==> config.mk <==
export PLATFORM = sky130hd
export DESIGN_NAME = led_driver_command_serializer_unit
export DESIGN_NICKNAME = d
export VERILOG_FILES = /design/src/hdl/ldcs_pkg.sv /design/src/hdl/ldcs_seq.sv /design/src/hdl/ldcs_out_reg.sv /design/src/hdl/led_driver_command_serializer_unit.sv
export SDC_FILE = /design/constraint.sdc
export NUM_CORES = 1
export LEC_CHECK = 0
export BUFFER_PORTS_ARGS = -buffer_cell sky130_fd_sc_hd__buf_4
export CAP_MARGIN = 25
export CORE_UTILIZATION = 55
export CTS_CLUSTER_DIAMETER = 150
export DETAILED_ROUTE_END_ITERATION = 6
export PLACE_DENSITY = 0.8
export SLEW_MARGIN = 20
export SYNTH_ARGS = -nofsm -noshare
export SYNTH_HDL_FRONTEND = slang
export SYNTH_HIERARCHICAL = 1
export SYNTH_SLANG_ARGS = --single-unit
==> constraint.sdc <==
create_clock -name clk -period 6.95 [get_ports clk]
set_input_delay 0.3475 -clock clk [delete_from_list [all_inputs] [get_ports clk]]
set_output_delay 0.3475 -clock clk [all_outputs]
set_load 0.02 [all_outputs]
==> src/hdl/ldcs_pkg.sv <==
// shared types and constants of the led driver command serializer
package ldcs_pkg;

  localparam int CHIP_COUNT = 4;
  localparam int WORD_BITS  = 16;
  localparam int SHIFT_LEN  = CHIP_COUNT * WORD_BITS;
  localparam int CNT_W      = ($clog2(SHIFT_LEN) > 6) ? $clog2(SHIFT_LEN) : 6;

  localparam logic [2:0] KIND_SCAN   = 3'd0;
  localparam logic [2:0] KIND_CFG    = 3'd1;
  localparam logic [2:0] KIND_VSYNC  = 3'd2;
  localparam logic [2:0] KIND_SWAP   = 3'd3;
  localparam logic [2:0] KIND_PREACT = 3'd4;
  localparam logic [2:0] KIND_ON     = 3'd5;
  localparam logic [2:0] KIND_OFF    = 3'd6;

  localparam logic [CNT_W-1:0] PREACT_CLOCKS = CNT_W'(14);
  localparam logic [CNT_W-1:0] ON_CLOCKS     = CNT_W'(12);
  localparam logic [CNT_W-1:0] OFF_CLOCKS    = CNT_W'(13);

  localparam logic [2:0] FLAG_VSYNC = 3'b001;
  localparam logic [2:0] FLAG_BUSY  = 3'b010;
  localparam logic [2:0] FLAG_SWAP  = 3'b100;

  localparam logic [5:0] RGB_RED   = 6'h09;
  localparam logic [5:0] RGB_GREEN = 6'h12;
  localparam logic [5:0] RGB_BLUE  = 6'h24;

  localparam logic [5:0] ROW_LIMIT = 6'd32;

  localparam logic CFG_VSYNC_LATCH = 1'b0;
  localparam logic CFG_SCAN_LINES  = 1'b1;

  typedef struct packed {
    logic [3:0] vsync_latch_clocks;
    logic [5:0] scan_line_count;
  } cfg_t;

  typedef struct packed {
    logic       clock_pulse;
    logic [5:0] rgb;
    logic       latch;
    logic [4:0] row_address;
    logic       pwm_start;
    logic       last;
  } res_t;

endpackage

==> src/hdl/ldcs_seq.sv <==
// command sequencer with the shared pulse counter and bit select unit
module ldcs_seq import ldcs_pkg::*; (
  input  logic        clk,
  input  logic        rst_n,
  input  cfg_t        cfg,
  input  logic        in_valid,
  output logic        in_ready,
  input  logic [2:0]  in_kind,
  input  logic [15:0] in_red_word,
  input  logic [15:0] in_green_word,
  input  logic [15:0] in_blue_word,
  input  logic [4:0]  in_latch_bits,
  output logic        res_valid,
  input  logic        res_ready,
  output res_t        res
);

  typedef enum logic [3:0] {
    S_IDLE  = 4'b0001,
    S_BURST = 4'b0010,
    S_SHIFT = 4'b0100,
    S_CLOSE = 4'b1000
  } state_t;

  state_t           state_r, state_nxt;
  logic [CNT_W-1:0] cnt_r, cnt_nxt;
  logic             close_after_r, close_after_nxt;
  logic [4:0]       row_r, row_nxt;
  logic [2:0]       flags_r, flags_nxt;
  logic [5:0]       rgb_hold_r, rgb_hold_nxt;
  logic [15:0]      red_r, green_r, blue_r;
  logic [4:0]       start_r;

  logic             accept;
  logic             fire;
  logic [3:0]       bit_idx;
  logic [3:0]       sel;
  logic             final_chip;
  logic [5:0]       shift_rgb;
  logic             shift_latch;
  logic [1:0]       frames;
  logic [2:0]       scan_flags;
  logic [CNT_W-1:0] burst_len;
  logic [5:0]       row_inc;

  assign in_ready  = (state_r == S_IDLE);
  assign accept    = in_valid && in_ready;
  assign res_valid = (state_r != S_IDLE);
  assign fire      = res_valid && res_ready;

  // bit select for the current shift clock
  assign bit_idx     = cnt_r[3:0];
  assign sel         = 4'd15 - bit_idx;
  assign final_chip  = (cnt_r[CNT_W-1:4] == (CNT_W-4)'(CHIP_COUNT - 1));
  assign shift_rgb   = (red_r[sel]   ? RGB_RED   : 6'd0) |
                       (green_r[sel] ? RGB_GREEN : 6'd0) |
                       (blue_r[sel]  ? RGB_BLUE  : 6'd0);
  assign shift_latch = final_chip && ({1'b0, bit_idx} >= start_r);

  // sync frames on row zero
  always_comb begin
    if ((flags_r & FLAG_VSYNC) != 3'd0) begin
      frames     = 2'd2;
      scan_flags = FLAG_BUSY;
    end else begin
      frames     = (((flags_r & FLAG_BUSY) != 3'd0) ? 2'd0 : 2'd2) +
                   (((flags_r & FLAG_SWAP) != 3'd0) ? 2'd1 : 2'd0);
      scan_flags = flags_r & ~FLAG_SWAP;
    end
    burst_len = CNT_W'(frames) * CNT_W'(cfg.vsync_latch_clocks);
  end

  assign row_inc = {1'b0, row_r} + 6'd1;

  always_comb begin
    res = '0;
    res.row_address = row_r;
    unique case (state_r)
      S_BURST: begin
        res.clock_pulse = 1'b1;
        res.rgb         = rgb_hold_r;
        res.latch       = 1'b1;
        res.last        = !close_after_r && (cnt_r == CNT_W'(1));
      end
      S_SHIFT: begin
        res.clock_pulse = 1'b1;
        res.rgb         = shift_rgb;
        res.latch       = shift_latch;
        res.last        = (cnt_r == CNT_W'(SHIFT_LEN - 1));
      end
      S_CLOSE: begin
        res.rgb       = rgb_hold_r;
        res.pwm_start = 1'b1;
        res.last      = 1'b1;
      end
      default: begin
        res.rgb = rgb_hold_r;
      end
    endcase
  end

  always_comb begin
    state_nxt       = state_r;
    cnt_nxt         = cnt_r;
    close_after_nxt = close_after_r;
    row_nxt         = row_r;
    flags_nxt       = flags_r;
    rgb_hold_nxt    = rgb_hold_r;
    unique case (state_r)
      S_IDLE: begin
        if (accept) begin
          unique case (in_kind)
            KIND_SCAN: begin
              close_after_nxt = 1'b1;
              if (row_r == 5'd0) begin
                flags_nxt = scan_flags;
                if (burst_len != '0) begin
                  state_nxt = S_BURST;
                  cnt_nxt   = burst_len;
                end else begin
                  state_nxt = S_CLOSE;
                end
              end else begin
                state_nxt = S_CLOSE;
              end
            end
            KIND_CFG: begin
              state_nxt = S_SHIFT;
              cnt_nxt   = '0;
            end
            KIND_VSYNC: flags_nxt = FLAG_VSYNC;
            KIND_SWAP:  flags_nxt = FLAG_SWAP;
            KIND_PREACT: begin
              state_nxt       = S_BURST;
              cnt_nxt         = PREACT_CLOCKS;
              close_after_nxt = 1'b0;
            end
            KIND_ON: begin
              state_nxt       = S_BURST;
              cnt_nxt         = ON_CLOCKS;
              close_after_nxt = 1'b0;
            end
            KIND_OFF: begin
              state_nxt       = S_BURST;
              cnt_nxt         = OFF_CLOCKS;
              close_after_nxt = 1'b0;
            end
            default: ;
          endcase
        end
      end
      S_BURST: begin
        if (fire) begin
          if (cnt_r == CNT_W'(1)) begin
            state_nxt = close_after_r ? S_CLOSE : S_IDLE;
          end else begin
            cnt_nxt = cnt_r - CNT_W'(1);
          end
        end
      end
      S_SHIFT: begin
        if (fire) begin
          rgb_hold_nxt = shift_rgb;
          if (cnt_r == CNT_W'(SHIFT_LEN - 1)) begin
            state_nxt = S_IDLE;
          end else begin
            cnt_nxt = cnt_r + CNT_W'(1);
          end
        end
      end
      S_CLOSE: begin
        if (fire) begin
          state_nxt = S_IDLE;
          if (row_inc == cfg.scan_line_count || row_inc >= ROW_LIMIT) begin
            row_nxt = 5'd0;
          end else begin
            row_nxt = row_inc[4:0];
          end
        end
      end
      default: state_nxt = S_IDLE;
    endcase
  end

  always_ff @(posedge clk) begin
    if (!rst_n) begin
      state_r       <= S_IDLE;
      cnt_r         <= '0;
      close_after_r <= 1'b0;
      row_r         <= 5'd0;
      flags_r       <= 3'd0;
      rgb_hold_r    <= 6'd0;
    end else begin
      state_r       <= state_nxt;
      cnt_r         <= cnt_nxt;
      close_after_r <= close_after_nxt;
      row_r         <= row_nxt;
      flags_r       <= flags_nxt;
      rgb_hold_r    <= rgb_hold_nxt;
    end
  end

  always_ff @(posedge clk) begin
    if (accept && in_kind == KIND_CFG) begin
      red_r   <= in_red_word;
      green_r <= in_green_word;
      blue_r  <= in_blue_word;
      start_r <= 5'd16 - ((in_latch_bits > 5'd16) ? 5'd16 : in_latch_bits);
    end
  end

  a_state_onehot: assert property (@(posedge clk) disable iff (!rst_n)
    $onehot(state_r)) else $error("sequencer state not one-hot");

  a_burst_nonzero: assert property (@(posedge clk) disable iff (!rst_n)
    state_r == S_BURST |-> cnt_r != '0) else $error("burst with zero count");

  a_shift_range: assert property (@(posedge clk) disable iff (!rst_n)
    state_r == S_SHIFT |-> cnt_r <= CNT_W'(SHIFT_LEN - 1))
    else $error("shift index out of range");

  a_last_idle: assert property (@(posedge clk) disable iff (!rst_n)
    fire && res.last |=> in_ready) else $error("not idle after last result");

endmodule

==> src/hdl/ldcs_out_reg.sv <==
// output register between the sequencer and the result channel
module ldcs_out_reg import ldcs_pkg::*; (
  input  logic       clk,
  input  logic       rst_n,
  input  logic       res_valid,
  output logic       res_ready,
  input  res_t       res,
  output logic       out_valid,
  input  logic       out_ready,
  output res_t       out_res
);

  logic out_valid_r, out_valid_nxt;
  res_t out_res_r;

  assign res_ready = !out_valid_r || out_ready;
  assign out_valid = out_valid_r;
  assign out_res   = out_res_r;

  always_comb begin
    out_valid_nxt = out_valid_r;
    if (res_valid && res_ready) begin
      out_valid_nxt = 1'b1;
    end else if (out_ready) begin
      out_valid_nxt = 1'b0;
    end
  end

  always_ff @(posedge clk) begin
    if (!rst_n) begin
      out_valid_r <= 1'b0;
    end else begin
      out_valid_r <= out_valid_nxt;
    end
  end

  always_ff @(posedge clk) begin
    if (res_valid && res_ready) begin
      out_res_r <= res;
    end
  end

endmodule

==> src/hdl/led_driver_command_serializer_unit.sv <==
// top level of the led driver command serializer
//
// channel  direction  handshake              payload
// in       input      in_valid / in_ready    kind, red/green/blue words, latch_bits
// out      output     out_valid / out_ready  clock_pulse, rgb, latch, row_address, pwm_start, last
// cfg      input      cfg_valid / cfg_ready  cfg_index, cfg_data
//
// one result per cycle while out_ready does not stall; an item gives one to 64 results,
// set by the pulse counter of the sequencer (a config write gives 16 results per chip)
// requests and unknown kinds give no result
// in_ready is low from acceptance until the last result enters the output register
// a stalled out_ready holds the sequencer; cfg is always ready
// synchronous active-low reset: row 0, flags clear, rgb zero, registers 3 and 32
module led_driver_command_serializer_unit import ldcs_pkg::*; (
  input  logic        clk,
  input  logic        rst_n,
  input  logic        in_valid,
  output logic        in_ready,
  input  logic [2:0]  in_kind,
  input  logic [15:0] in_red_word,
  input  logic [15:0] in_green_word,
  input  logic [15:0] in_blue_word,
  input  logic [4:0]  in_latch_bits,
  output logic        out_valid,
  input  logic        out_ready,
  output logic        out_clock_pulse,
  output logic [5:0]  out_rgb,
  output logic        out_latch,
  output logic [4:0]  out_row_address,
  output logic        out_pwm_start,
  output logic        out_last,
  input  logic        cfg_valid,
  output logic        cfg_ready,
  input  logic        cfg_index,
  input  logic [5:0]  cfg_data
);

  cfg_t cfg_r;
  logic res_valid;
  logic res_ready;
  res_t res;
  res_t out_res;

  assign cfg_ready = 1'b1;

  always_ff @(posedge clk) begin
    if (!rst_n) begin
      cfg_r.vsync_latch_clocks <= 4'd3;
      cfg_r.scan_line_count    <= 6'd32;
    end else if (cfg_valid && cfg_ready) begin
      unique case (cfg_index)
        CFG_VSYNC_LATCH: cfg_r.vsync_latch_clocks <= cfg_data[3:0];
        CFG_SCAN_LINES:  cfg_r.scan_line_count    <= cfg_data;
        default: ;
      endcase
    end
  end

  ldcs_seq u_seq (
    .clk           (clk),
    .rst_n         (rst_n),
    .cfg           (cfg_r),
    .in_valid      (in_valid),
    .in_ready      (in_ready),
    .in_kind       (in_kind),
    .in_red_word   (in_red_word),
    .in_green_word (in_green_word),
    .in_blue_word  (in_blue_word),
    .in_latch_bits (in_latch_bits),
    .res_valid     (res_valid),
    .res_ready     (res_ready),
    .res           (res)
  );

  ldcs_out_reg u_out_reg (
    .clk       (clk),
    .rst_n     (rst_n),
    .res_valid (res_valid),
    .res_ready (res_ready),
    .res       (res),
    .out_valid (out_valid),
    .out_ready (out_ready),
    .out_res   (out_res)
  );

  assign out_clock_pulse = out_res.clock_pulse;
  assign out_rgb         = out_res.rgb;
  assign out_latch       = out_res.latch;
  assign out_row_address = out_res.row_address;
  assign out_pwm_start   = out_res.pwm_start;
  assign out_last        = out_res.last;

endmodule
Word level (Yosys, flattened, before mapping)
Cells that the tools add are included.
{"block": "totals", "regBits": 104, "latchBits": 0, "ramBits": 0, "romBits": 0, "output_inout_bits": 18, "wordCells": 135, "mem_count": 0}
{"block": "classes", "add_sub_neg": 6, "n_mul": 1, "div_mod_pow": 0, "magnitude_cmp": 4, "eq_ne": 29, "shift": 0, "muxes": 45, "bitwise": 3, "n_reduce_logical": 27}
{"op": "6-bit 2-to-1 mux", "n": 9}
{"op": "4-bit 2-to-1 mux", "n": 10}
{"op": "6-bit one-hot mux with 5 select lines", "n": 1}
{"op": "6-bit one-hot mux with 3 select lines", "n": 1}
{"op": "4-bit one-hot mux with 4 select lines", "n": 1}
{"op": "5-bit 2-to-1 mux", "n": 3}
{"op": "2-bit by 1-bit inequality test with 1-bit output, second input constant", "n": 7}
{"op": "1-bit binary-select mux with 4-bit select", "n": 3}
{"op": "6-bit OR", "n": 2}
{"op": "4-bit one-hot mux with 3 select lines", "n": 1}
{"op": "3-bit equality test, second input constant", "n": 3}
{"op": "3-bit one-hot mux with 3 select lines", "n": 1}
{"op": "9-bit AND reduction", "n": 1}
{"op": "1-bit 2-to-1 mux", "n": 8}
{"op": "2-bit AND reduction", "n": 4}
{"op": "7-bit AND reduction", "n": 1}
{"op": "5-bit by 1-bit adder with 6-bit output, second input constant", "n": 1}
{"op": "6-bit by 1-bit adder with 6-bit output, second input constant", "n": 1}
{"op": "3-bit by 2-bit equality test with 1-bit output, second input constant", "n": 2}
{"op": "6-bit by 1-bit equality test with 1-bit output, second input constant", "n": 1}
{"op": "6-bit equality test", "n": 1}
{"op": "6-bit equality test, second input constant", "n": 1}
{"op": "6-bit >= comparator, second input constant", "n": 1}
{"op": "2-bit by 4-bit multiplier with 6-bit output", "n": 1}
{"op": "36 further kinds", "n": 50}

Depth between registers and ports, before layout
Gate-level depths: netlist (run 1).
{"block": "logic_depth", "depth_word": 10, "ltp_mapped": 11}

By module
The synthesis (run 1) kept the hierarchy.
{"mod": "ldcs_seq", "n_inst": 1, "cells_each": 371, "area_per_inst_um2": 4007.6}
{"mod": "ldcs_out_reg", "n_inst": 1, "cells_each": 20, "area_per_inst_um2": 508.0}
{"mod": "led_driver_command_serializer_unit", "n_inst": 1, "cells_each": 46, "area_per_inst_um2": 429.2}

Least setup slack after synthesis (run 1)
Ideal clock, no wire load.
{"block": "synth_timing", "path_type": "register to register", "startpoint": "register u_seq.state_r[2]", "endpoint": "register u_seq.blue_r[0] (enable)", "setup_ps": 466, "t_arrival_ps": 3699, "setup_slack_ps": 2786, "path_stages_with_launch": 6, "path_buffers": 2, "path_cell_list": "dfxtp_1 -> buf_6 -> nor4b_1 -> clkbuf_1 -> nand2_1 -> nor2_1"}
{"block": "synth_via", "elab_chain_cells": 3}
{"element": "start: declaration", "line_no": "ldcs_seq.sv:25", "text": "state_t state_r, state_nxt;"}
{"element": "start signal: assignment", "line_no": "ldcs_seq.sv:194", "text": "state_r <= state_nxt;"}
{"element": "4-bit by 1-bit equality test with 1-bit output", "line_no": "ldcs_seq.sv:46", "text": "assign in_ready = (state_r == S_IDLE);"}
{"element": "named net in_ready", "line_no": "led_driver_command_serializer_unit.sv:18", "text": "output logic in_ready,"}
{"element": "1-bit logical AND", "line_no": "ldcs_seq.sv:47", "text": "assign accept = in_valid && in_ready;"}
{"element": "1-bit logical AND", "line_no": "ldcs_seq.sv:204", "text": "if (accept && in_kind == KIND_CFG) begin"}
{"element": "end signal: assignment", "line_no": "ldcs_seq.sv:207", "text": "blue_r <= in_blue_word;"}
{"element": "end: declaration", "line_no": "ldcs_seq.sv:31", "text": "logic [15:0] red_r, green_r, blue_r;"}
The timed path passes the listed nets, and every way through them passes these cells.
A chain may end at the register's enable or synchronous reset.

Final worst setup path (run 1)
{"block": "layout_timing", "startpoint": "register u_seq.flags_r[0]", "endpoint": "register u_seq.cnt_r[4]"}
{"block": "layout_via", "elab_chain_cells": 7, "elab_cells_between_ends": 10, "classes_between": "mul (1); eq/ne (1); mux (6); reduce/logical (2)"}
{"element": "start: declaration", "line_no": "ldcs_seq.sv:29", "text": "logic [2:0] flags_r, flags_nxt;"}
{"element": "start signal: assignment", "line_no": "ldcs_seq.sv:198", "text": "flags_r <= flags_nxt;"}
{"element": "2-bit 2-to-1 mux (*)", "line_no": "ldcs_seq.sv:62", "text": "if ((flags_r & FLAG_VSYNC) != 3'd0) begin"}
{"element": "2-bit by 4-bit multiplier with 6-bit output (*)", "line_no": "ldcs_seq.sv:70", "text": "burst_len = CNT_W'(frames) * CNT_W'(cfg.vsync_latch_clocks);"}
{"element": "6-bit 2-to-1 mux", "line_no": "ldcs_seq.sv:117", "text": "if (burst_len != '0) begin"}
{"element": "6-bit 2-to-1 mux", "line_no": "ldcs_seq.sv:115", "text": "if (row_r == 5'd0) begin"}
{"element": "6-bit one-hot mux with 5 select lines", "line_no": "ldcs_seq.sv:112", "text": "unique case (in_kind)"}
{"element": "6-bit 2-to-1 mux", "line_no": "ldcs_seq.sv:111", "text": "if (accept) begin"}
{"element": "6-bit one-hot mux with 3 select lines", "line_no": "ldcs_seq.sv:109", "text": "unique case (state_r)"}
{"element": "end signal: assignment", "line_no": "ldcs_seq.sv:195", "text": "cnt_r <= cnt_nxt;"}
{"element": "end: declaration", "line_no": "ldcs_seq.sv:26", "text": "logic [CNT_W-1:0] cnt_r, cnt_nxt;"}
Mark *: on every way between the ends. The rest lies on a longest branch, timed or not. The select of a mux whose other input is x is not followed.

==> results of run 1 <==
==> per-layer routing <==
metal  routed length [um]  vias to the layer above
met4                  158                        0
met3                  674                       14
met1                 4230                     1744
li1                     -                     1754
met5                    0                        -
met2                 5200                      169
==> how the worst max path moves through the flow <==
stage,end,slack [ns],cells past startpoint
4_1_cts,u_seq/cnt_r[4],3.57,10
2_1_floorplan,u_seq/blue_r[0],2.79,5
3_5_place_dp,u_seq/cnt_r[4],3.61,10
6_report,u_seq/cnt_r[4],3.45,10
3_3_place_gp,u_seq/cnt_r[4],3.75,10
5_1_grt,u_seq/cnt_r[4],3.23,10
==> cell families (layout without fill, tap and decap cells) <==
logic type	after synthesis	count (layout)	synth area share
fa+ha+maj	14	14	0.0369
xor+xnor	10	10	0.0177
other cells	1	1	0.000758
flops	101	101	0.547
simple gates	160	160	0.167
mux	18	18	0.0668
compound gates	88	88	0.118
buf+inv	45	124	0.0461
==> metrics by stage <==
step | power, mW | setup slack (ns) | instances | cell area (um2) | hold WS, ns
after detailed placement | 1.38 | 3.61 | 608 | 5610 | 0.463
final | 1.76 | 3.45 | 624 | 5820 | 0.156
after floorplan | 1.19 | 2.79 | 437 | 4940 | 0.406
after global placement | 1.36 | 3.75 | 607 | 5590 | 0.455
after CTS | 1.77 | 3.57 | 624 | 5820 | 0.137
after global routing | 1.84 | 3.23 | 624 | 5820 | 0.133
==> registers in the layout, indices dropped and copies added, names as in the netlist, 3 cells and up <==
name,flops
u_seq/green_r,16
u_seq/flags_r,3
u_seq/start_r,5
u_out_reg/out_res,15
cfg_r,10
u_seq/state_r,4
u_seq/red_r,16
u_seq/blue_r,16
u_seq/rgb_hold_r,3
u_seq/row_r,5
u_seq/cnt_r,6
==> cells in the final DEF, fill, tap and decap left out, drive strengths merged, types with 12 or more instances in the layout <==
master	instances
nand3	16
inv	23
mux4	12
nand2	55
edfxtp	68
buf	89
a21oi	22
ha	13
nor2	24
o21ai	25
dfxtp	33
==> area by class of cell <==
| type | instances | area (um2) |
|---|---|---|
| Clock buffer | 9 | 124 |
| Clock inverter | 7 | 87.6 |
| Timing Repair Buffer | 89 | 676 |
| Tap cell | 108 | 135 |
| Sequential cell | 101 | 2700 |
| Multi-Input combinational cell | 291 | 2020 |
| Inverter | 19 | 71.3 |
| Fill cell | 628 | 2900 |
==> where the power goes <==
part	leakage (nW)	internal, mW	switching, mW
Clock	0.108	0.175	0.209
Sequential	0.899	0.740	0.0752
Combinational	1.27	0.238	0.320
Total	2.28	1.15	0.604
==> metrics.md, run 1 <==
| Metric | Value |
|---|---|
| Status | `finished, final reports clean` |
| Final setup fails | `0` |
| WL/cell | `16.4 um` |
| Post-synth net total | `519` |
| Tcrit/Tclk final | `0.503` |
| Routability cong. | `0.937` |
| Slowest CP cell | `a2111oi_0` |
| CP Launch Point | `u_seq/flags_r[0]` |
| Hpwl dp | `7480 um` |
| Most common cell in the netlist | `edfxtp_1` |
| Post-CTS setup buffer count | `0` |
| RSZ-0062 raised after global routing | `false` |
| Slew HR | `0.444` |
| Critical path launch point type | `flip-flop` |
| Total GRT Usage | `0.225` |
| Library cells used by synthesis | `between 50 and 60` |
| Max_cap viols | `0` |
| R2R cell count | `10` |
| FP Rows | `34` |
| Synth Instances | `around 440` |
| H-tree levels | `3` |
| Actual slew at the worst max-slew pin | `0.832 ns` |
| ANT cells | `0` |
| Global-route wire length before repair | `about 17000 um` |
| FFs w/ async S/R, synth | `0` |
| CP Max Fanout | `6` |
| Core box area | `roughly 0.0087 mm2` |
| Num CTS Buffers | `9` |
| Final core utilization | `0.667` |
| CP arrival | `3.79 ns` |
| Power Density | `302 mW/mm2` |
| Post-synth EDFFs | `68` |
| Predominant post-synthesis flop cell | `edfxtp_1` |
| CP delay by family, top | `simple AND/OR/NAND/NOR gates` |
| Hold Startpoint | `in_blue_word[9]` |
| Final TNS setup | `0 ns` |
| Met2 Usage GRT | `0.400` |
| Hold endpoint | `u_seq/blue_r[9]` |
| Clock Skew | `0.0102 ns` |
| Maximum vdd ir drop | `0.159 mV` |
| Nets@finish | `about 600` |
| Post-DRT Antenna Nets | `0` |
| Crit-path cells | `nand2b_1, and2_1, ha_1, fa_1, xor2_1, a2111oi_0, nand4_1, o22ai_1, or2_0, mux2i_1` |
| Global routing usage on met3 | `0.0441` |
| Clock Sinks | `around 100` |
| CP Capture Type | `flip-flop` |
| Clk slew on worst S/H paths | `~0.10 ns` |
| PortBufs | `84` |
| Post-synth top cells | `edfxtp_1 (68), nand2_1 (55), dfxtp_1 (33)` |
| Static Leak | `2.28 nW` |
| Initial antenna violation count | `0` |
| Die extent in y | `96.8 um` |
| Register bit count reported by yosys | `101` |
| Root Buffer | `clkbuf_8` |
| Die W | `96.8 um` |
| Grt met1 use | `0.272` |
| Worst r2r dst | `u_seq/cnt_r[4]` |
| WP buf/inv | `0` |
| DRC marker count from the first detailed-route iteration | `about 330` |
| Worst-skew pair later-pin latency | `approximately 0.35 ns` |
| Min-delay worst type | `primary input to flip-flop` |
| Layout cells sized above 1 | `0.252` |
| Worst R2R Start | `u_seq/flags_r[0]` |
| Final hold violation count | `0` |
| CTS Hold Buffers Added | `0` |
| Routed wire length | `just over 10000 um` |
| Post-synth top area cell | `edfxtp_1` |
| Largest net degree at the start of global routing | `55` |
| Vias in the first global route | `around 3600` |
| Share of the synthesized area in the top cell type | `0.413` |
| Ranking of synthesized cells by area | `edfxtp_1 (41%), dfxtp_1 (13%), mux4_2 (5.5%)` |
| Clock Tree Buf Depth | `2` |
| Die area | `about 0.0094 mm2` |
| Ports | `86` |
| Syn avg cell area | `11.3 um2` |
| Ys Warns | `6` |
| Initial Util | `0.567` |
| Post-Synthesis Cell Area | `roughly 0.005 mm2` |
| Post_cts resized | `0` |
| Hold Path Stages | `1` |
| Critical path's largest stage delay | `~0.63 ns` |
| Remaining DRCs | `0` |
| Pre-antenna DRT Iters | `5` |
| CP Class | `flip-flop to flip-flop` |
| Syn-to-layout area delta | `17.7%` |
| Gr ovfl total | `0` |
| Drt via density | `5.90` |
| Proportion of synthesized chip area in sequential cells | `0.547` |
| Max-slew violation count | `0` |
| Min Tclk post-route | `between 3 and 4 ns` |
| Req. time, crit path | `7.24 ns` |
| CTS tree | `built` |
| FMAX | `approximately 290 MHz` |
| Grt peak-use layer | `met2` |
| R2r setup slk | `3.45 ns` |
| DR vias | `3681` |
Note: power is estimated with default switching activity, not from simulation.
==> run 2, diff against run 1 <==
CORE_UTILIZATION = 51   (was 55)
PLACE_DENSITY = 0.78   (was 0.8)
clock period = 3.05 ns   (was 6.95 ns; I/O delays follow)
==> metrics.md, run 2 (synthesis gave the netlist of run 1 again) <==
| Metric | Value |
|---|---|
| Grt peak-use layer | `met2 (unchanged)` |
| Clock power frac | `0.208 (was 0.219)` |
| Root Buffer | `clkbuf_8 (unchanged)` |
| FP Rows | `35 (was 34)` |
| Commonest non-fill, non-tap cell in the layout | `buf_4 (unchanged)` |
| Worst-skew pair later-pin latency | `0.37 ns (was 0.35 ns)` |
| R2r setup slk | `0.30 ns (was 3.45 ns)` |
| Register area | `0.00270 mm2 (unchanged)` |
| Status | `finished, final reports clean (unchanged)` |
| Min Tclk post-route | `2.75 ns (was 3.50 ns)` |
| Die W | `100 um (was 96.8 um)` |
| Hold endpoint | `cfg_r[5] (was u_seq/blue_r[9])` |
| Net Sw Frac | `0.352 (was 0.344)` |
| Min-delay worst type | `primary input to flip-flop (unchanged)` |
| Vias in the first global route | `3843 (was 3630)` |
| Static Leak | `2.51 nW (was 2.28 nW)` |
| Die extent in y | `100 um (was 96.8 um)` |
| Die area | `0.0101 mm2 (was 0.00937 mm2)` |
| CP arrival | `2.98 ns (was 3.79 ns)` |
| Initial Util | `0.530 (was 0.567)` |
| Clock Tree Buf Depth | `2 (unchanged)` |
| RSZ-0062 raised after global routing | `false (unchanged)` |
| Post-DRT Antenna Nets | `0 (unchanged)` |
| H-tree levels | `3 (unchanged)` |
| Worst r2r dst | `u_seq/cnt_r[3] (was u_seq/cnt_r[4])` |
| Initial antenna violation count | `0 (unchanged)` |
| Max-slew violation count | `0 (unchanged)` |
| FMAX | `364 MHz (was 286 MHz)` |
| Routability cong. | `0.891 (was 0.937)` |
| Power Density | `634 mW/mm2 (was 302 mW/mm2)` |
| Largest net degree at the start of global routing | `55 (unchanged)` |
| Clk slew on worst S/H paths | `0.11 ns (was 0.10 ns)` |
| Most frequent cells in the layout | `buf_4 (94), edfxtp_1 (68), nand2_1 (55), dlygate4sd3_1 (48), dfxtp_1 (33) (was buf_4 (88), edfxtp_1 (68), nand2_1 (55), dfxtp_1 (33), nor2_1 (23))` |
| Comb pwr share | `0.341 (was 0.317)` |
| Total GRT Usage | `0.247 (was 0.225)` |
| Final setup fails | `0 (unchanged)` |
| R2R cell count | `11 (was 10)` |
| Maximum vdd ir drop | `0.322 mV (was 0.159 mV)` |
| Hold Startpoint | `cfg_data[5] (was in_blue_word[9])` |
| CTS tree | `built (unchanged)` |
| Hold Path Stages | `3 (was 1)` |
| Pre-antenna DRT Iters | `5 (unchanged)` |
| Max_cap viols | `0 (unchanged)` |
| Layout cells sized above 1 | `0.242 (was 0.252)` |
| Worst R2R Start | `u_seq/flags_r[0] (unchanged)` |
| PortBufs | `84 (unchanged)` |
| ANT cells | `0 (unchanged)` |
| Global-route wire length before repair | `18800 um (was 16700 um)` |
| Crit-path cells | `nand2b_1, and2_1, ha_1, fa_1, xor2_1, a2111oi_2, nand4_1, o22ai_1, or2_0, buf_4, o31ai_1 (was nand2b_1, and2_1, ha_1, fa_1, xor2_1, a2111oi_0, nand4_1, o22ai_1, or2_0, mux2i_1)` |
| Met2 Usage GRT | `0.445 (was 0.400)` |
| CP Capture Type | `flip-flop (unchanged)` |
| Post-CTS setup buffer count | `0 (unchanged)` |
| Final TNS setup | `0 ns (unchanged)` |
| CP Max Fanout | `5 (was 6)` |
| Global routing usage on met3 | `0.0416 (was 0.0441)` |
| Tcrit/Tclk final | `0.900 (was 0.503)` |
| Critical path's largest stage delay | `0.40 ns (was 0.63 ns)` |
| Multi-input combinational cell area | `0.00203 mm2 (was 0.00202 mm2)` |
| Post-Route Hold Slack | `0.0382 ns (was 0.156 ns)` |
| DR vias | `3899 (was 3681)` |
| WL/cell | `16.9 um (was 16.4 um)` |
| Slowest CP cell | `fa_1 (was a2111oi_0)` |
| Remaining DRCs | `0 (unchanged)` |
| Slew HR | `0.423 (was 0.444)` |
| CP Class | `flip-flop to flip-flop (unchanged)` |
| Part of the power in registers | `0.451 (was 0.464)` |
| Hpwl dp | `7230 um (was 7480 um)` |
| Ports | `86 (unchanged)` |
| Core box area | `0.00933 mm2 (was 0.00872 mm2)` |
| Drt via density | `5.58 (was 5.90)` |
| Num CTS Buffers | `9 (unchanged)` |
| Pint | `2.62 mW (was 1.15 mW)` |
| Clock Sinks | `101 (unchanged)` |
| Clock Skew | `0.0130 ns (was 0.0102 ns)` |
| Grt met1 use | `0.292 (was 0.272)` |
| Syn-to-layout area delta | `28.8% (was 17.7%)` |
| # fillers | `674 (was 628)` |
| Final hold violation count | `0 (unchanged)` |
| Nets@finish | `647 (was 593)` |
| NetSw | `1.42 mW (was 604 uW)` |
| Gr ovfl total | `0 (unchanged)` |
| Actual slew at the worst max-slew pin | `0.853 ns (was 0.832 ns)` |
| Critical path launch point type | `flip-flop (unchanged)` |
| Routed wire length | `11800 um (was 10300 um)` |
| Largest registers | `u_seq/blue_r: 16 flops, u_seq/green_r: 16 flops, u_seq/red_r: 16 flops (unchanged)` |
| Req. time, crit path | `3.28 ns (was 7.24 ns)` |
| DRC marker count from the first detailed-route iteration | `289 (was 329)` |
[run 2: cell count changes in the layout (fill, tap and decap cells not counted), sizes merged]
| cell | change |
|---|---|
| buf | +6 |
| bufinv | -1 |
| dlygate4sd3 | +48 |
| clkinv | +1 |
[run 2: cell type report]
class / instances / area share
clock buffers: 9 / 0.0194
clock inverters: 7 / 0.0116
inverters: 19 / 0.0112
multi-input cells: 291 / 0.319
flip-flops and latches: 101 / 0.424
well taps: 129 / 0.0253
repair buffers: 143 / 0.189
[run 2: how the worst max path moves through the flow]
stage / startpoint / endpoint / slack [ns] / cells after the start
3_3_place_gp: u_seq/flags_r[0] / u_seq/cnt_r[3] / 0.17 / 11
5_1_grt: u_seq/flags_r[0] / u_seq/cnt_r[3] / 0.04 / 11
4_1_cts: u_seq/flags_r[0] / u_seq/cnt_r[3] / 0.13 / 11
6_report: u_seq/flags_r[0] / u_seq/cnt_r[3] / 0.30 / 11
3_5_place_dp: u_seq/flags_r[0] / u_seq/cnt_r[3] / 0.16 / 11
2_1_floorplan: u_seq/flags_r[0] / u_seq/cnt_r[4] / 0.26 / 11
[run 2: per-stage QoR]
step	util	setup slack [ns]	power (mW)	area, um2	instances
floorplan	-	0.258	2.70	4950	437
CTS	0.682	0.133	4.02	6360	699
detailed placement	0.609	0.159	3.15	5680	635
finish	0.683	0.305	4.04	6370	699
global route	0.683	0.0436	4.25	6370	699
global placement	0.609	0.169	3.12	5680	635
[run 2: power groups by stage]
| stage | registers [mW] | clock network [mW] | logic (mW) |
|---|---|---|---|
| 6_report | 1.82 | 0.842 | 1.38 |
| 5_1_grt | 1.84 | 0.916 | 1.49 |
| 4_1_cts | 1.82 | 0.848 | 1.36 |
| 3_5_place_dp | 1.85 | 0 | 1.30 |
| 3_3_place_gp | 1.84 | 0 | 1.28 |
| 2_1_floorplan | 1.94 | 0 | 0.769 |
[run 2: critical path: cells and delay by family (launching register included)]
kind / cells / cell delay (ns)
compound gates: 3 / 0.55
buf+inv: 1 / 0.17
simple gates: 4 / 0.74
xor+xnor: 1 / 0.18
flops: 1 / 0.35
fa+ha+maj: 2 / 0.62
[run 2: routing by layer]
metal	vias to the layer above	routed length [um]
li1	1864	-
met1	1848	4660
met2	162	6190
met4	0	275
met3	25	690
met5	-	0
[run 2: timing repair]
item | 4_1_cts | 5_1_grt
endpoints found under the setup margin | 0 | 8
hold endpoints to repair | 48 | 0
resized for setup | 0 | 3
hold buffers | 48 | 0
==> run 3, diff against run 2 <==
--- a/config.mk
+++ b/config.mk
@@ -7,2 +7,3 @@
 export LEC_CHECK = 0
+export ABC_AREA = 1
 export BUFFER_PORTS_ARGS = -buffer_cell sky130_fd_sc_hd__buf_4
@@ -12,3 +13,3 @@
 export DETAILED_ROUTE_END_ITERATION = 6
-export PLACE_DENSITY = 0.78
+export PLACE_DENSITY = 0.77
 export SLEW_MARGIN = 20
--- a/constraint.sdc
+++ b/constraint.sdc
@@ -3,2 +3,2 @@
 set_output_delay 0.1525 -clock clk [all_outputs]
-set_load 0.02 [all_outputs]
+set_load 0.1 [all_outputs]
==> metrics.md, run 3 <==
| Metric | Value |
|---|---|
| Status | `finished, final reports clean (unchanged)` |
| Remaining DRCs | `0 (unchanged)` |
| Global-route wire length before repair | `19700 um (was 18800 um)` |
| PnR worst setup slack | `0.690 ns (was 0.305 ns)` |
| Die area | `0.0105 mm2 (was 0.0101 mm2)` |
| Static Leak | `2.87 nW (was 2.51 nW)` |
| Clock Sinks | `101 (unchanged)` |
| ANT cells | `0 (unchanged)` |
| CP Max Fanout | `8 (was 5)` |
| Worst-skew pair later-pin latency | `0.38 ns (was 0.37 ns)` |
| Largest net degree at the start of global routing | `55 (unchanged)` |
| Slew HR | `0.532 (was 0.423)` |
| Post-synth top cells | `nand2_1 (139), nor2_1 (110), edfxtp_1 (68) (was edfxtp_1 (68), nand2_1 (55), dfxtp_1 (33))` |
| Die extent in y | `102 um (was 100 um)` |
| Min Tclk post-route | `2.36 ns (was 2.75 ns)` |
| Power Density | `759 mW/mm2 (was 634 mW/mm2)` |
| Min-delay worst type | `primary input to flip-flop (unchanged)` |
| Maximum vdd ir drop | `0.743 mV (was 0.322 mV)` |
| Library cells used by synthesis | `37 (was 58)` |
| Largest registers | `u_seq/blue_r: 16 flops, u_seq/green_r: 16 flops, u_seq/red_r: 16 flops (unchanged)` |
| Clock Tree Buf Depth | `2 (unchanged)` |
| Final hold violation count | `0 (unchanged)` |
| Initial antenna violation count | `0 (unchanged)` |
| Post-Route Hold Slack | `0.0215 ns (was 0.0382 ns)` |
| Initial Util | `0.526 (was 0.530)` |
| Clock Skew | `0.0161 ns (was 0.0130 ns)` |
| DR vias | `4595 (was 3899)` |
| Synth Instances | `625 (was 437)` |
| CP Class | `flip-flop to flip-flop (unchanged)` |
| Post-synth top area cell | `edfxtp_1 (unchanged)` |
| Ys Warns | `6 (unchanged)` |
| Drt via density | `5.13 (was 5.58)` |
| Total GRT Usage | `0.244 (was 0.247)` |
| Final TNS setup | `0 ns (unchanged)` |
| Clock power frac | `0.174 (was 0.208)` |
| Nets@finish | `839 (was 647)` |
| Register bit count reported by yosys | `101 (unchanged)` |
| Max-slew violation count | `0 (unchanged)` |
| Ranking of synthesized cells by area | `edfxtp_1 (40%), dfxtp_1 (13%), nand2_1 (10%) (was edfxtp_1 (41%), dfxtp_1 (13%), mux4_2 (5.5%))` |
| Share of the synthesized area in the top cell type | `0.397 (was 0.413)` |
| CP Capture Type | `flip-flop (unchanged)` |
| Vias in the first global route | `4397 (was 3843)` |
| Tcrit/Tclk final | `0.774 (was 0.900)` |
| Post-Synthesis Cell Area | `0.00514 mm2 (was 0.00494 mm2)` |
| Dpl cell area | `0.00590 mm2 (was 0.00568 mm2)` |
| Predominant post-synthesis flop cell | `edfxtp_1 (unchanged)` |
| WL/cell | `13.5 um (was 16.9 um)` |
| Critical path launch point type | `flip-flop (unchanged)` |
| Max_cap viols | `0 (unchanged)` |
| Ports | `86 (unchanged)` |
| Hpwl dp | `8070 um (was 7230 um)` |
| Pre-antenna DRT Iters | `5 (unchanged)` |
| Syn-to-layout area delta | `28.4% (was 28.8%)` |
| NetSw | `2.38 mW (was 1.42 mW)` |
| Layout cells sized above 1 | `0.172 (was 0.242)` |
| Core box area | `0.00977 mm2 (was 0.00933 mm2)` |
| Gr ovfl total | `0 (unchanged)` |
| Commonest non-fill, non-tap cell in the layout | `nand2_1 (was buf_4)` |
| Comb pwr share | `0.463 (was 0.341)` |
| CP arrival | `2.67 ns (was 2.98 ns)` |
| Routability cong. | `0.853 (was 0.891)` |
| Net Sw Frac | `0.475 (was 0.352)` |
| H-tree levels | `3 (unchanged)` |
| Post-synth EDFFs | `68 (unchanged)` |
| PortBufs | `84 (unchanged)` |
| Clk slew on worst S/H paths | `0.11 ns (about the same)` |
| Num CTS Buffers | `9 (unchanged)` |
| # fillers | `755 (was 674)` |
| Req. time, crit path | `3.36 ns (was 3.28 ns)` |
| Post-synth net total | `707 (was 519)` |
| Design area | `0.00661 mm2 (was 0.00637 mm2)` |
| FFs w/ async S/R, synth | `0 (unchanged)` |
| Root Buffer | `clkbuf_8 (unchanged)` |
| FMAX | `424 MHz (was 364 MHz)` |
| Part of the power in registers | `0.363 (was 0.451)` |
| Worst slack at placement | `0.747 ns (was 0.159 ns)` |
| Pint | `2.64 mW (was 2.62 mW)` |
| Proportion of synthesized chip area in sequential cells | `0.525 (was 0.547)` |
| FP Rows | `36 (was 35)` |
| Most common cell in the netlist | `nand2_1 (was edfxtp_1)` |
| Actual slew at the worst max-slew pin | `0.702 ns (was 0.853 ns)` |
| Final setup fails | `0 (unchanged)` |
| Routed wire length | `12000 um (was 11800 um)` |
| PnR Total Power | `5.02 mW (was 4.04 mW)` |
| CTS tree | `built (unchanged)` |
| Syn avg cell area | `8.23 um2 (was 11.3 um2)` |
| Die W | `102 um (was 100 um)` |
| DRC marker count from the first detailed-route iteration | `283 (was 289)` |
| Most frequent cells in the layout | `nand2_1 (139), nor2_1 (110), buf_4 (89), edfxtp_1 (68), inv_1 (64) (was buf_4 (94), edfxtp_1 (68), nand2_1 (55), dlygate4sd3_1 (48), dfxtp_1 (33))` |
| Post-DRT Antenna Nets | `0 (unchanged)` |
| RSZ-0062 raised after global routing | `false (unchanged)` |
-- run 3: cell families after synthesis --
group / after synthesis / synth area share
simple gates: 333 / 0.272
flops: 101 / 0.525
buf+inv: 90 / 0.0708
compound gates: 84 / 0.0924
fa+ha+maj: 14 / 0.0355
xor+xnor: 2 / 0.00341
other cells: 1 / 0.000729
-- run 3: final cells by class --
cell class                 count  area (um2)  area share
sequential                   101        2700       0.409
clock inverter                 7        88.8      0.0134
tap                          133         166      0.0252
inverter                      73         275      0.0417
clock buffer                   9         124      0.0188
multi-input combinational    434        2090       0.316
timing repair buffer         138        1160       0.175
-- run 3: power groups by stage --
stage	clock [mW]	combinational, mW	sequential [mW]
final	0.873	2.32	1.82
after global routing	0.952	2.51	1.85
after detailed placement	0	2.25	1.85
after global placement	0	2.21	1.85
after CTS	0.891	2.31	1.82
after floorplan	0	1.00	2.59
-- run 3: stage by stage --
stage | utilization | std cells
final | 0.676 | 895
after global routing | 0.676 | 895
after CTS | 0.676 | 895
after detailed placement | 0.604 | 830
after global placement | 0.604 | 830
after floorplan | - | 625
-- run 3: final timing paths --
| kind | from | end | slack, ns | depth (start not counted) |
|---|---|---|---|---|
| setup / recovery | u_seq/flags_r[0] | u_seq/cnt_r[5] | 0.69 | 14 |
| hold / removal | cfg_data[4] | cfg_r[4] | 0.02 | 3 |
| setup reg to reg | u_seq/flags_r[0] | u_seq/cnt_r[5] | 0.69 | 14 |
| hold reg to reg | cfg_r[7] | cfg_r[7] | 0.49 | 2 |
-- run 3: critical path, cell delays in order (launching register included) --
cell and delay [ns]:
dfxtp_1 0.31, inv_1 0.16, nand2_1 0.13, nor2_1 0.12
ha_1 0.20, fa_1 0.44, nor2_1 0.13, nand3_1 0.08
nor2_1 0.13, nand2_1 0.07, nand2_1 0.10, nand2_1 0.15
nand3_1 0.11, nand2_1 0.06, nor2_1 0.11
-- run 3: layer usage --
| metal | up-vias | global-route usage | routed length (um) |
|---|---|---|---|
| met3 | 19 | 0.0376 | 610 |
| met1 | 2101 | 0.314 | 5280 |
| met4 | 0 | 0.100 | 215 |
| met2 | 155 | 0.412 | 5940 |
| li1 | 2320 | - | - |
| met5 | - | 0 | 0 |
-- run 3: repair_timing --
| item | CTS | global route |
|---|---|---|
| hold endpoints to repair | 49 | 0 |
| gates resized for setup | 0 | 0 |
| hold buffers | 49 | 0 |
| setup buffers | 0 | 0 |
